### src/hdl/kfs_pkg.sv
package kfs_pkg;

    localparam int DATA_W = 32;
    localparam int VAR_W  = 31;
    localparam int ADDR_W = 5;

    typedef logic signed [DATA_W-1:0] sdata_t;
    typedef logic [VAR_W-1:0]         var_t;
    typedef logic [ADDR_W-1:0]        addr_t;
    typedef logic [2:0]               reg_idx_t;

    // register map, index = paddr / 4
    localparam reg_idx_t REG_TRANS   = 3'd0;
    localparam reg_idx_t REG_ACTION  = 3'd1;
    localparam reg_idx_t REG_PROCESS = 3'd2;
    localparam reg_idx_t REG_SENSOR  = 3'd3;
    localparam reg_idx_t REG_MEAS    = 3'd4;

endpackage

### src/hdl/kfs_req_if.sv
interface kfs_req_if;

    logic               valid;
    logic               ready;
    kfs_pkg::sdata_t    action;
    kfs_pkg::sdata_t    measurement;

    modport source (output valid, output action, output measurement, input ready);
    modport sink (input valid, input action, input measurement, output ready);

endinterface

### src/hdl/kfs_rsp_if.sv
interface kfs_rsp_if;

    logic               valid;
    logic               ready;
    kfs_pkg::sdata_t    estimate;
    kfs_pkg::var_t      variance;
    logic               fault;

    modport source (output valid, output estimate, output variance, output fault, input ready);
    modport sink (input valid, input estimate, input variance, input fault, output ready);

endinterface

### src/hdl/scalar_kalman_filter_step_top.sv
// channel   dir   handshake      payload
// req       in    valid/ready    action, measurement
// rsp       out   valid/ready    estimate, variance, fault
// apb       in    psel/penable   paddr, pwdata, pwrite -> prdata, pready
//
// one request computes ten products on one shared 32x32
// multiplier (issue and accumulate for each) plus a restoring divider with a
// 34-bit quotient for the gain; a zero or negative denominator skips the divider
// reset clears estimate to 0, variance and all config registers to 1.0, no clearing pass
// req.ready is high only while idle; a finished response waits in the output
// register, and a new result is held back until that register is free
module scalar_kalman_filter_step_top #(
    parameter int FRAC_BITS = 16
) (
    input  logic                 clk,
    input  logic                 rst_n,
    kfs_req_if.sink              req,
    kfs_rsp_if.source            rsp,
    input  logic                 psel,
    input  logic                 penable,
    input  logic                 pwrite,
    input  kfs_pkg::addr_t       paddr,
    input  logic [31:0]          pwdata,
    output logic [31:0]          prdata,
    output logic                 pready
);

    localparam logic [2:0] ST_IDLE = 3'd0;
    localparam logic [2:0] ST_MUL  = 3'd1;
    localparam logic [2:0] ST_ACC  = 3'd2;
    localparam logic [2:0] ST_DIVI = 3'd3;
    localparam logic [2:0] ST_DIV  = 3'd4;
    localparam logic [2:0] ST_DIVF = 3'd5;
    localparam logic [2:0] ST_DONE = 3'd6;

    localparam logic [3:0] STEP_AX = 4'd0;
    localparam logic [3:0] STEP_BU = 4'd1;
    localparam logic [3:0] STEP_AP = 4'd2;
    localparam logic [3:0] STEP_AT = 4'd3;
    localparam logic [3:0] STEP_HP = 4'd4;
    localparam logic [3:0] STEP_HG = 4'd5;
    localparam logic [3:0] STEP_HX = 4'd6;
    localparam logic [3:0] STEP_KE = 4'd7;
    localparam logic [3:0] STEP_KH = 4'd8;
    localparam logic [3:0] STEP_MP = 4'd9;

    localparam int         Q_W       = 34;
    localparam logic [5:0] DIV_STEPS = 6'(Q_W);

    localparam logic [31:0]        ONE_CFG = 32'd1 << FRAC_BITS;
    localparam logic signed [63:0] ONE64   = 64'sd1 <<< FRAC_BITS;
    localparam logic signed [63:0] HALF64  = 64'sd1 <<< (FRAC_BITS - 1);
    localparam logic [Q_W-1:0]     Q_HALF  = Q_W'(64'd1 << 31);

    function automatic logic signed [63:0] sx64(input logic signed [31:0] v);
        sx64 = signed'({{32{v[31]}}, v});
    endfunction

    function automatic logic [32:0] sat32_f(input logic signed [63:0] v);
        if (v > 64'sd2147483647)
            sat32_f = {1'b1, 32'h7fff_ffff};
        else if (v < -64'sd2147483648)
            sat32_f = {1'b1, 32'h8000_0000};
        else
            sat32_f = {1'b0, v[31:0]};
    endfunction

    function automatic logic [31:0] sat31_f(input logic signed [63:0] v);
        if (v > 64'sd2147483647)
            sat31_f = {1'b1, 31'h7fff_ffff};
        else if (v < 64'sd0)
            sat31_f = {1'b1, 31'h0};
        else
            sat31_f = {1'b0, v[30:0]};
    endfunction

    // control
    logic [2:0]         state_reg;
    logic [3:0]         step_reg;
    logic [5:0]         cnt_reg;
    logic               out_valid_reg;

    // configuration and filter state
    kfs_pkg::sdata_t    trans_reg;
    kfs_pkg::sdata_t    action_gain_reg;
    kfs_pkg::var_t      process_reg;
    kfs_pkg::sdata_t    sensor_reg;
    kfs_pkg::var_t      meas_reg;
    kfs_pkg::sdata_t    est_reg;
    kfs_pkg::var_t      var_reg;

    // datapath
    kfs_pkg::sdata_t    u_reg;
    kfs_pkg::sdata_t    z_reg;
    logic signed [63:0] prod_reg;
    logic signed [63:0] acc_reg;
    kfs_pkg::sdata_t    xp_reg;
    kfs_pkg::sdata_t    tmp_reg;
    kfs_pkg::var_t      pp_reg;
    kfs_pkg::sdata_t    k_reg;
    logic               tf_reg;
    logic               fault_reg;
    logic               ovf_reg;
    logic [63:0]        rem_reg;
    logic [63:0]        dq_reg;
    kfs_pkg::sdata_t    out_est_reg;
    kfs_pkg::var_t      out_var_reg;
    logic               out_fault_reg;

    kfs_pkg::sdata_t    op_a;
    kfs_pkg::sdata_t    op_b;
    logic signed [63:0] rnd;
    logic signed [63:0] sum_s;
    logic signed [63:0] s32_in;
    logic signed [63:0] s31_in;
    logic [32:0]        s32_res;
    logic [31:0]        s31_res;
    logic signed [63:0] num;
    logic [63:0]        num_abs;
    logic [63:0]        div_d;
    logic               div_ovf;
    logic [64:0]        trial;
    logic [64:0]        trial_sub;
    logic               trial_ge;
    logic [Q_W-1:0]     quo;
    logic               apb_wr;
    logic               in_take;
    logic               out_free;

    assign apb_wr   = psel && penable && pwrite && pready;
    assign pready   = 1'b1;
    assign in_take  = req.valid && req.ready;
    assign out_free = !out_valid_reg || rsp.ready;

    assign req.ready    = (state_reg == ST_IDLE);
    assign rsp.valid    = out_valid_reg;
    assign rsp.estimate = out_est_reg;
    assign rsp.variance = out_var_reg;
    assign rsp.fault    = out_fault_reg;

    always_comb
    begin
        case (paddr[4:2])
            kfs_pkg::REG_TRANS:   prdata = trans_reg;
            kfs_pkg::REG_ACTION:  prdata = action_gain_reg;
            kfs_pkg::REG_PROCESS: prdata = {1'b0, process_reg};
            kfs_pkg::REG_SENSOR:  prdata = sensor_reg;
            kfs_pkg::REG_MEAS:    prdata = {1'b0, meas_reg};
            default:              prdata = 32'd0;
        endcase
    end

    // shared multiplier operand select
    always_comb
    begin
        case (step_reg)
            STEP_AX:
            begin
                op_a = trans_reg;
                op_b = est_reg;
            end
            STEP_BU:
            begin
                op_a = action_gain_reg;
                op_b = u_reg;
            end
            STEP_AP:
            begin
                op_a = trans_reg;
                op_b = signed'({1'b0, var_reg});
            end
            STEP_AT:
            begin
                op_a = trans_reg;
                op_b = tmp_reg;
            end
            STEP_HP:
            begin
                op_a = sensor_reg;
                op_b = signed'({1'b0, pp_reg});
            end
            STEP_HG:
            begin
                op_a = sensor_reg;
                op_b = tmp_reg;
            end
            STEP_HX:
            begin
                op_a = sensor_reg;
                op_b = xp_reg;
            end
            STEP_KE:
            begin
                op_a = k_reg;
                op_b = tmp_reg;
            end
            STEP_KH:
            begin
                op_a = k_reg;
                op_b = sensor_reg;
            end
            STEP_MP:
            begin
                op_a = tmp_reg;
                op_b = signed'({1'b0, pp_reg});
            end
            default:
            begin
                op_a = '0;
                op_b = '0;
            end
        endcase
    end

    // round half up to FRAC_BITS fraction bits
    assign rnd   = (prod_reg + HALF64) >>> FRAC_BITS;
    assign sum_s = rnd + signed'({33'd0, meas_reg});

    always_comb
    begin
        case (step_reg)
            STEP_BU: s32_in = acc_reg + rnd;
            STEP_HX: s32_in = sx64(z_reg) - rnd;
            STEP_KE: s32_in = sx64(xp_reg) + rnd;
            STEP_KH: s32_in = ONE64 - rnd;
            default: s32_in = rnd;
        endcase
        if (step_reg == STEP_AT)
            s31_in = rnd + signed'({33'd0, process_reg});
        else
            s31_in = rnd;
    end

    assign s32_res = sat32_f(s32_in);
    assign s31_res = sat31_f(s31_in);

    // divider setup: |g << FRAC_BITS| + s/2 over s, quotient kept to Q_W bits
    assign num     = sx64(tmp_reg) <<< FRAC_BITS;
    assign num_abs = num[63] ? 64'(-num) : 64'(num);
    assign div_d   = num_abs + (64'(acc_reg) >> 1);
    assign div_ovf = {Q_W'(0), div_d[63:Q_W]} >= 64'(acc_reg);

    assign trial     = {rem_reg, dq_reg[63]};
    assign trial_ge  = trial >= {1'b0, 64'(acc_reg)};
    assign trial_sub = trial - {1'b0, 64'(acc_reg)};
    assign quo       = dq_reg[Q_W-1:0];

    always_ff @(posedge clk or negedge rst_n)
    begin
        if (!rst_n)
        begin
            state_reg       <= ST_IDLE;
            step_reg        <= STEP_AX;
            cnt_reg         <= '0;
            out_valid_reg   <= 1'b0;
            trans_reg       <= signed'(ONE_CFG);
            action_gain_reg <= signed'(ONE_CFG);
            process_reg     <= ONE_CFG[30:0];
            sensor_reg      <= signed'(ONE_CFG);
            meas_reg        <= ONE_CFG[30:0];
            est_reg         <= '0;
            var_reg         <= ONE_CFG[30:0];
        end
        else
        begin
            if (apb_wr)
            begin
                case (paddr[4:2])
                    kfs_pkg::REG_TRANS:   trans_reg       <= signed'(pwdata);
                    kfs_pkg::REG_ACTION:  action_gain_reg <= signed'(pwdata);
                    kfs_pkg::REG_PROCESS: process_reg     <= pwdata[30:0];
                    kfs_pkg::REG_SENSOR:  sensor_reg      <= signed'(pwdata);
                    kfs_pkg::REG_MEAS:    meas_reg        <= pwdata[30:0];
                    default:              ;
                endcase
            end
            if (state_reg == ST_DONE && out_free)
                out_valid_reg <= 1'b1;
            else if (rsp.ready)
                out_valid_reg <= 1'b0;
            case (state_reg)
                ST_IDLE:
                begin
                    if (in_take)
                    begin
                        step_reg  <= STEP_AX;
                        state_reg <= ST_MUL;
                    end
                end
                ST_MUL:
                begin
                    state_reg <= ST_ACC;
                end
                ST_ACC:
                begin
                    if (step_reg == STEP_HG)
                    begin
                        if (sum_s <= 64'sd0)
                        begin
                            step_reg  <= STEP_HX;
                            state_reg <= ST_MUL;
                        end
                        else
                            state_reg <= ST_DIVI;
                    end
                    else if (step_reg == STEP_MP)
                        state_reg <= ST_DONE;
                    else
                    begin
                        step_reg  <= step_reg + 4'd1;
                        state_reg <= ST_MUL;
                    end
                end
                ST_DIVI:
                begin
                    cnt_reg <= DIV_STEPS;
                    if (div_ovf)
                        state_reg <= ST_DIVF;
                    else
                        state_reg <= ST_DIV;
                end
                ST_DIV:
                begin
                    cnt_reg <= cnt_reg - 6'd1;
                    if (cnt_reg == 6'd1)
                        state_reg <= ST_DIVF;
                end
                ST_DIVF:
                begin
                    step_reg  <= STEP_HX;
                    state_reg <= ST_MUL;
                end
                ST_DONE:
                begin
                    if (out_free)
                    begin
                        est_reg       <= xp_reg;
                        var_reg       <= pp_reg;
                        state_reg     <= ST_IDLE;
                    end
                end
                default:
                begin
                    state_reg <= ST_IDLE;
                end
            endcase
        end
    end

    always_ff @(posedge clk)
    begin
        case (state_reg)
            ST_IDLE:
            begin
                if (in_take)
                begin
                    u_reg     <= req.action;
                    z_reg     <= req.measurement;
                    fault_reg <= 1'b0;
                end
            end
            ST_MUL:
            begin
                prod_reg <= op_a * op_b;
            end
            ST_ACC:
            begin
                case (step_reg)
                    STEP_AX:
                    begin
                        acc_reg <= rnd;
                    end
                    STEP_BU:
                    begin
                        xp_reg <= signed'(s32_res[31:0]);
                        if (s32_res[32])
                            fault_reg <= 1'b1;
                    end
                    STEP_AP:
                    begin
                        tmp_reg <= signed'(s32_res[31:0]);
                        tf_reg  <= s32_res[32];
                    end
                    STEP_AT:
                    begin
                        // a clamped a*P forces the predicted variance to full scale
                        if (tf_reg)
                        begin
                            pp_reg    <= 31'h7fff_ffff;
                            fault_reg <= 1'b1;
                        end
                        else
                        begin
                            pp_reg <= s31_res[30:0];
                            if (s31_res[31])
                                fault_reg <= 1'b1;
                        end
                    end
                    STEP_HG:
                    begin
                        acc_reg <= sum_s;
                        if (sum_s <= 64'sd0)
                        begin
                            k_reg     <= '0;
                            fault_reg <= 1'b1;
                        end
                    end
                    STEP_MP:
                    begin
                        pp_reg <= s31_res[30:0];
                        if (s31_res[31])
                            fault_reg <= 1'b1;
                    end
                    STEP_KE:
                    begin
                        xp_reg <= signed'(s32_res[31:0]);
                        if (s32_res[32])
                            fault_reg <= 1'b1;
                    end
                    default:
                    begin
                        tmp_reg <= signed'(s32_res[31:0]);
                        if (s32_res[32])
                            fault_reg <= 1'b1;
                    end
                endcase
            end
            ST_DIVI:
            begin
                ovf_reg <= div_ovf;
                rem_reg <= {Q_W'(0), div_d[63:Q_W]};
                dq_reg  <= {div_d[Q_W-1:0], (64 - Q_W)'(0)};
            end
            ST_DIV:
            begin
                rem_reg <= trial_ge ? trial_sub[63:0] : trial[63:0];
                dq_reg  <= {dq_reg[62:0], trial_ge};
            end
            ST_DIVF:
            begin
                // gain sign follows g; magnitude clamps into the signed range
                if (!tmp_reg[31])
                begin
                    if (ovf_reg || quo >= Q_HALF)
                    begin
                        k_reg     <= 32'sh7fff_ffff;
                        fault_reg <= 1'b1;
                    end
                    else
                        k_reg <= signed'(quo[31:0]);
                end
                else
                begin
                    if (ovf_reg || quo > Q_HALF)
                    begin
                        k_reg     <= 32'sh8000_0000;
                        fault_reg <= 1'b1;
                    end
                    else
                        k_reg <= signed'(32'(-quo));
                end
            end
            ST_DONE:
            begin
                if (out_free)
                begin
                    out_est_reg   <= xp_reg;
                    out_var_reg   <= pp_reg;
                    out_fault_reg <= fault_reg;
                end
            end
            default:
            begin
            end
        endcase
    end

endmodule

### src/flat_wrapper.sv
// flat-port wrapper written by rule: the top's interface ports become plain ports
module scalar_kalman_filter_step_top_flat 
#(
    parameter int FRAC_BITS = 16
)
  (clk, rst_n, psel, penable, pwrite, paddr, pwdata, prdata, pready, req_valid, req_action, req_measurement, req_ready, rsp_valid, rsp_estimate, rsp_variance, rsp_fault, rsp_ready);
  kfs_req_if req_i ();
  kfs_rsp_if rsp_i ();
  input  logic clk;
  input  logic rst_n;
  input  logic psel;
  input  logic penable;
  input  logic pwrite;
  input  kfs_pkg::addr_t paddr;
  input  logic [31:0] pwdata;
  output logic [31:0] prdata;
  output logic pready;
  input wire logic [$bits(req_i.valid)-1:0] req_valid;
  input wire logic [$bits(req_i.action)-1:0] req_action;
  input wire logic [$bits(req_i.measurement)-1:0] req_measurement;
  output wire logic [$bits(req_i.ready)-1:0] req_ready;
  output wire logic [$bits(rsp_i.valid)-1:0] rsp_valid;
  output wire logic [$bits(rsp_i.estimate)-1:0] rsp_estimate;
  output wire logic [$bits(rsp_i.variance)-1:0] rsp_variance;
  output wire logic [$bits(rsp_i.fault)-1:0] rsp_fault;
  input wire logic [$bits(rsp_i.ready)-1:0] rsp_ready;
  assign req_i.valid = req_valid;
  assign req_i.action = req_action;
  assign req_i.measurement = req_measurement;
  assign req_ready = req_i.ready;
  assign rsp_valid = rsp_i.valid;
  assign rsp_estimate = rsp_i.estimate;
  assign rsp_variance = rsp_i.variance;
  assign rsp_fault = rsp_i.fault;
  assign rsp_i.ready = rsp_ready;
  scalar_kalman_filter_step_top #(.FRAC_BITS(FRAC_BITS)) u_core (.clk(clk), .rst_n(rst_n), .req(req_i), .rsp(rsp_i), .psel(psel), .penable(penable), .pwrite(pwrite), .paddr(paddr), .pwdata(pwdata), .prdata(prdata), .pready(pready));
endmodule
### config.mk
export PLATFORM = sky130hd
export DESIGN_NAME = scalar_kalman_filter_step_top_flat
export DESIGN_NICKNAME = d
export VERILOG_FILES = /design/src/hdl/kfs_pkg.sv /design/src/hdl/kfs_req_if.sv /design/src/hdl/kfs_rsp_if.sv /design/src/hdl/scalar_kalman_filter_step_top.sv /design/src/flat_wrapper.sv
export SDC_FILE = /design/constraint.sdc
export NUM_CORES = 2
export LEC_CHECK = 0
export BUFFER_PORTS_ARGS = -buffer_cell sky130_fd_sc_hd__buf_4
export CAP_MARGIN = 0
export CELL_PAD_IN_SITES_DETAIL_PLACEMENT = 0
export CELL_PAD_IN_SITES_GLOBAL_PLACEMENT = 1
export CORE_ASPECT_RATIO = 0.75
export CORE_MARGIN = 2
export CORE_UTILIZATION = 55
export CTS_CLUSTER_DIAMETER = 150
export CTS_CLUSTER_SIZE = 40
export DETAILED_ROUTE_END_ITERATION = 6
export HOLD_SLACK_MARGIN = 0.15
export PLACE_DENSITY_LB_ADDON = 0.08
export SLEW_MARGIN = 5
export SYNTH_ARGS = -nofsm -noshare
export SYNTH_HDL_FRONTEND = slang
export SYNTH_SLANG_ARGS = --single-unit
### constraint.sdc
create_clock -name clk -period 24.8 [get_ports clk]
set_input_delay 1.24 -clock clk [delete_from_list [all_inputs] [get_ports clk]]
set_output_delay 1.24 -clock clk [all_outputs]
set_load 0.03 [all_outputs]
; Word-level counts from Yosys, hierarchy flattened
; Index checks and enable logic that the tools add are counted.
[word_totals]
regBits = 749
latchBits = 0
ram_bits = 0
rom_bits = 0
input_bits = 108
out_inout_bits = 99
word_cells = 171
memories = 0
[classes]
addsub = 13
multipliers = 1
n_div = 0
magnitude_cmp = 9
eq_ne = 31
shift = 0
muxes = 48
n_bitwise = 1
n_reduce_logical = 41
[op_table]
columns = op, count
row1 = $pmux W64 S2, 3
row2 = $pmux W32 S5, 2
row3 = $pmux W64 S4, 1
row4 = $mux W32, 7
row5 = $pmux W32 S7, 1
row6 = $mux W64, 3
row7 = $gt A64 B32 Y1 const B, 2
row8 = $add A48 B32 Y49, 2
row9 = $mux W33, 2
row10 = $ge A65 B64 Y1, 1
row11 = $add A64 B17 Y64 const B, 1
row12 = $add A64 B48 Y64, 1
row13 = $add A64 B63 Y64, 1
row14 = $ge A30 B64 Y1, 1
row15 = $le A64 B1 Y1 const B, 1
row16 = $lt A64 B1 Y1 const B, 1
row17 = $lt A64 B32 Y1 const B, 1
row18 = $mul A32 B32 Y64, 1
row19 = $neg A48 Y64, 1
row20 = $pmux W32 S2, 1
row21 = $sub A64 B64 Y64, 1
row22 = $pmux W31 S2, 1
row23 = $add A32 B48 Y49, 1
row24 = $sub A18 B48 Y49 const A, 1
row25 = other kinds (45), 106

; Longest topological paths before layout
[logic_depth]
depth_word = 10
depth_mapped = 42
mapped_depth_nobuf = 38

; Least setup slack after synthesis
; No wires, ideal clock.
[synth_timing]
path_type = reg-to-reg
from = register u_core.step_reg[3]
to = register u_core.prod_reg[61], data pin
setup_ns = 0.266
arrival_ns = 10.660
required_ns = 24.534
path_slack_ns = 13.874
stages_incl_launch_ff = 37
path_buffers = 8
cell_sequence = dfrtp_1 -> buf_2 -> clkbuf_1 -> nor2_1 -> and2_1 -> clkbuf_1 -> clkbuf_1 -> buf_1 -> buf_1 -> a22oi_1 -> nand2_1 -> a211o_1 -> clkbuf_1 -> nand2_1 -> fa_1 -> fa_1 -> inv_1 -> fa_1 -> fa_1 -> fa_1 -> fa_1 -> inv_1 -> fa_1 -> inv_1 -> fa_1 -> ha_1 -> clkbuf_1 -> a21o_1 -> a21o_1 -> a21o_1 -> a21oi_1 -> nor2b_1 -> o21ai_0 -> or4b_2 -> a2111oi_0 -> nor3_1 -> xor2_1
[synth_via]
elab_chain_cells = 4
[synth_lines]
columns = element, line_no
row1 = start: declaration, scalar_kalman_filter_step_top.sv:79  ; logic [3:0] step_reg;
row2 = start signal: assignment, scalar_kalman_filter_step_top.sv:310  ; step_reg <= step_reg + 4'd1;
row3 = $eq A4 B3 Y1 (tied with other cells), scalar_kalman_filter_step_top.sv:156  ; case (step_reg)
row4 = $reduce_or A3 Y1 (no source line) / $reduce_or A2 Y1 (equally long branches), -
row5 = $pmux W32 S7 / $pmux W32 S5 (equally long branches), scalar_kalman_filter_step_top.sv:156
row6 = $mul A32 B32 Y64 *, scalar_kalman_filter_step_top.sv:364  ; prod_reg <= op_a * op_b;
row7 = end signal: assignment, scalar_kalman_filter_step_top.sv:364
row8 = end: declaration, scalar_kalman_filter_step_top.sv:95  ; logic signed [63:0] prod_reg;
; Mark *: on every way between the ends. The rest lies on a longest branch, timed or not.
; A chain may end at the register's enable or synchronous reset.

; Worst setup path after layout
; Ends and elaborated chain as after synthesis.

==> results.ini <==
[run_status]
outcome=finished with violations
violations=design-rule violations

[synth]
synth_flop_cell=edfxtp_1
yosysSeqAreaShare_pct=22.8
async_flop_share_pct=32.7
synthDistinctLibCells=110
synth_top_area_share_pct=24.3
synth_cells=9791
yosys-top-cells-count=1,209 x inv_1, 1,108 x nand2_1, 1,088 x fa_1
yosysMostFrequentCell=inv_1
synth-edff-count=484
yosys-top-cells-area=fa_1 24%, edfxtp_1 16%, ha_1 7.5%
ys_ff_latch=719
yosysWarnings=0
syn_area_mm2=0.0896
syn_avg_cell_area_um2=9.15
synth_top_cell_by_area=fa_1

[sta]
fmax_ghz=0.0742
grt_setup_unrepaired=no
fin_skew_ns=0.0811
final-max-slew-violation-count=0
hold_viol=0
worstMarginPinSlew_ns=1.42
layout_min_cycle_time_ns=13.48
setup_tns_ns=0
post-route-period-util_pct=54.3
relSlewSlack_pct=4.79
setup_violations=0

[clocking]
cts_num_sinks=719
ctsHoldBuffers=0
root_buffer=clkbuf_16
cts_resized=0
path_clk_slew_ns=0.16
cts.htree.levels=1
cts.path.max_buffers=3
cts_setup_buffers=0
numCtsBuffers=22
cts_tree=built
clock_latency_ns=0.73

[drt]
drc=2
highest_layer=met5
drtPass1Iterations=7
routed-wl-met2_um=141000
drtAntennaViolNets=0
vias=79400
avgViaCountPerCell=6.63
routed_wl_um=375000
route.met3.wl_um=63800
wl_per_cell_um=31.3
drt-met1-wl_um=152000
drt_iter0_drc=12100

[min_path]
whs_endpoint=u_core.cnt_reg[4]
min_path_cells=1
hold_start=u_core.cnt_reg[4]
worstHoldPathType=reg -> reg

[finish]
drive_above_1_share_pct=9.46
finalNetCount=11500
regArea_mm2=0.0204
fillers=14200
syn2layout_area_growth_pct=6.07
multi_input_area_mm2=0.0632

[worst_setup_path]
crit_required_ns=25.26
reg2reg_from=u_core.step_reg[3]
cpPeakStageDelay_ns=0.99
arrival_ns=13.94
worst_setup_path_end_kind=flop
cp_common_cell=fa_1
cp-start-kind=flop
cp_slowest_cell=a31oi_1
r2r-end=u_core.prod_reg[61]
r2r_slack_ns=11.32
worstRegToRegCells=36
cp_max_fo=43
crit_start=u_core.step_reg[3]
critPathKind=reg -> reg

[grt]
antenna_found_initial=46
grt_start_max_net_pins=118
grt.total_usage_pct=44.6
gr-total-overflow=0
grt_pass1_wl_um=537000
grt_pass1_vias=75400

[flow_run]
maxCapViolCount=0

[floorplanning]
die-area_mm2=0.166
fp.dieH_um=354
fp.dieW_um=470
io_pins=207
core_area_mm2=0.162
start_util_pct=55.3
rows=128

[placement]
globalplace.congestion=1.06
dpl.hpwl_um=299000
port_buffers=203

metrics by stage:
stage	instance area (µm²)	util (%)	worst slack (ns)	std cells	hold slack, ns
2_1_floorplan	89700	-	13.87	9805	0.427
3_3_place_gp	94300	58.2	12.05	11900	0.472
3_5_place_dp	94300	58.2	11.95	11900	0.465
4_1_cts	95000	58.6	11.86	11900	0.503
5_1_grt	95000	58.6	10.99	12000	0.530
6_report	95000	58.6	11.32	12000	0.507
routing by layer:
metal,global-route usage (%),vias up
met3,17.9,791
met1,66.2,39500
li1,-,33200
met2,57.5,5886
met4,17.1,32
met5,0,-
worst max-delay path: cells and delay by family, from the launching register on:
kind | cells | cell delay [ns]
simple gates | 8 | 1.63
compound gates | 10 | 5.15
fa+ha+maj | 9 | 3.78
xor+xnor | 1 | 0.17
buf+inv | 8 | 1.71
flops | 1 | 0.69
layout by cell type, fill, tap and decap left out, drive strengths merged, types with 94 or more instances in the layout:
| master | instances |
|---|---|
| dfrtp | 229 |
| ha | 539 |
| and2 | 94 |
| a21o | 224 |
| inv | 1219 |
| nand4 | 124 |
| xnor2 | 291 |
| mux2 | 256 |
| edfxtp | 484 |
| fa | 1088 |
| buf | 451 |
| a21oi | 561 |
| nand2 | 1108 |
| nor2 | 899 |
| a22oi | 144 |
| nand3 | 173 |
| xor2 | 147 |
| o21ai | 377 |
| nor3 | 151 |
worst max-delay path by stage:
stage | cells past startpoint | slack [ns] | end
CTS | 37 | 11.86 | u_core.prod_reg[55]
global route | 36 | 10.99 | u_core.prod_reg[61]
detailed placement | 37 | 11.95 | u_core.prod_reg[55]
global placement | 37 | 12.05 | u_core.prod_reg[55]
floorplan | 36 | 13.87 | u_core.prod_reg[61]
finish | 36 | 11.32 | u_core.prod_reg[61]
cell families (layout without fill, tap and decap cells):
family	Yosys count	count (layout)	share of synthesized area [%]
adder cells (fa/ha/maj)	1627	1627	31.8
AO/OA/AOI/OAI	1988	1988	14.5
other	2	45	0.00838
AND/OR/NAND/NOR	3001	3001	15.4
XOR/XNOR	438	438	4.35
multiplexers	302	302	3.73
flip-flops	719	719	22.8
buffers and inverters	1714	1712	7.31
cell type report:
cell class                      instances  area share (%)
Timing Repair Buffer                  451            3.57
Inverter                             1221            4.82
Tap cell                             2145            2.82
Antenna cell                           29          0.0764
Sequential cell                       719            21.5
Multi-Input combinational cell       7372            66.5
Clock buffer                           36           0.635
Clock inverter                          4          0.0645
Power is left out: the tool's default activity adds up to more than one toggle a clock period on the data nets, which glitch-free logic cannot reach.
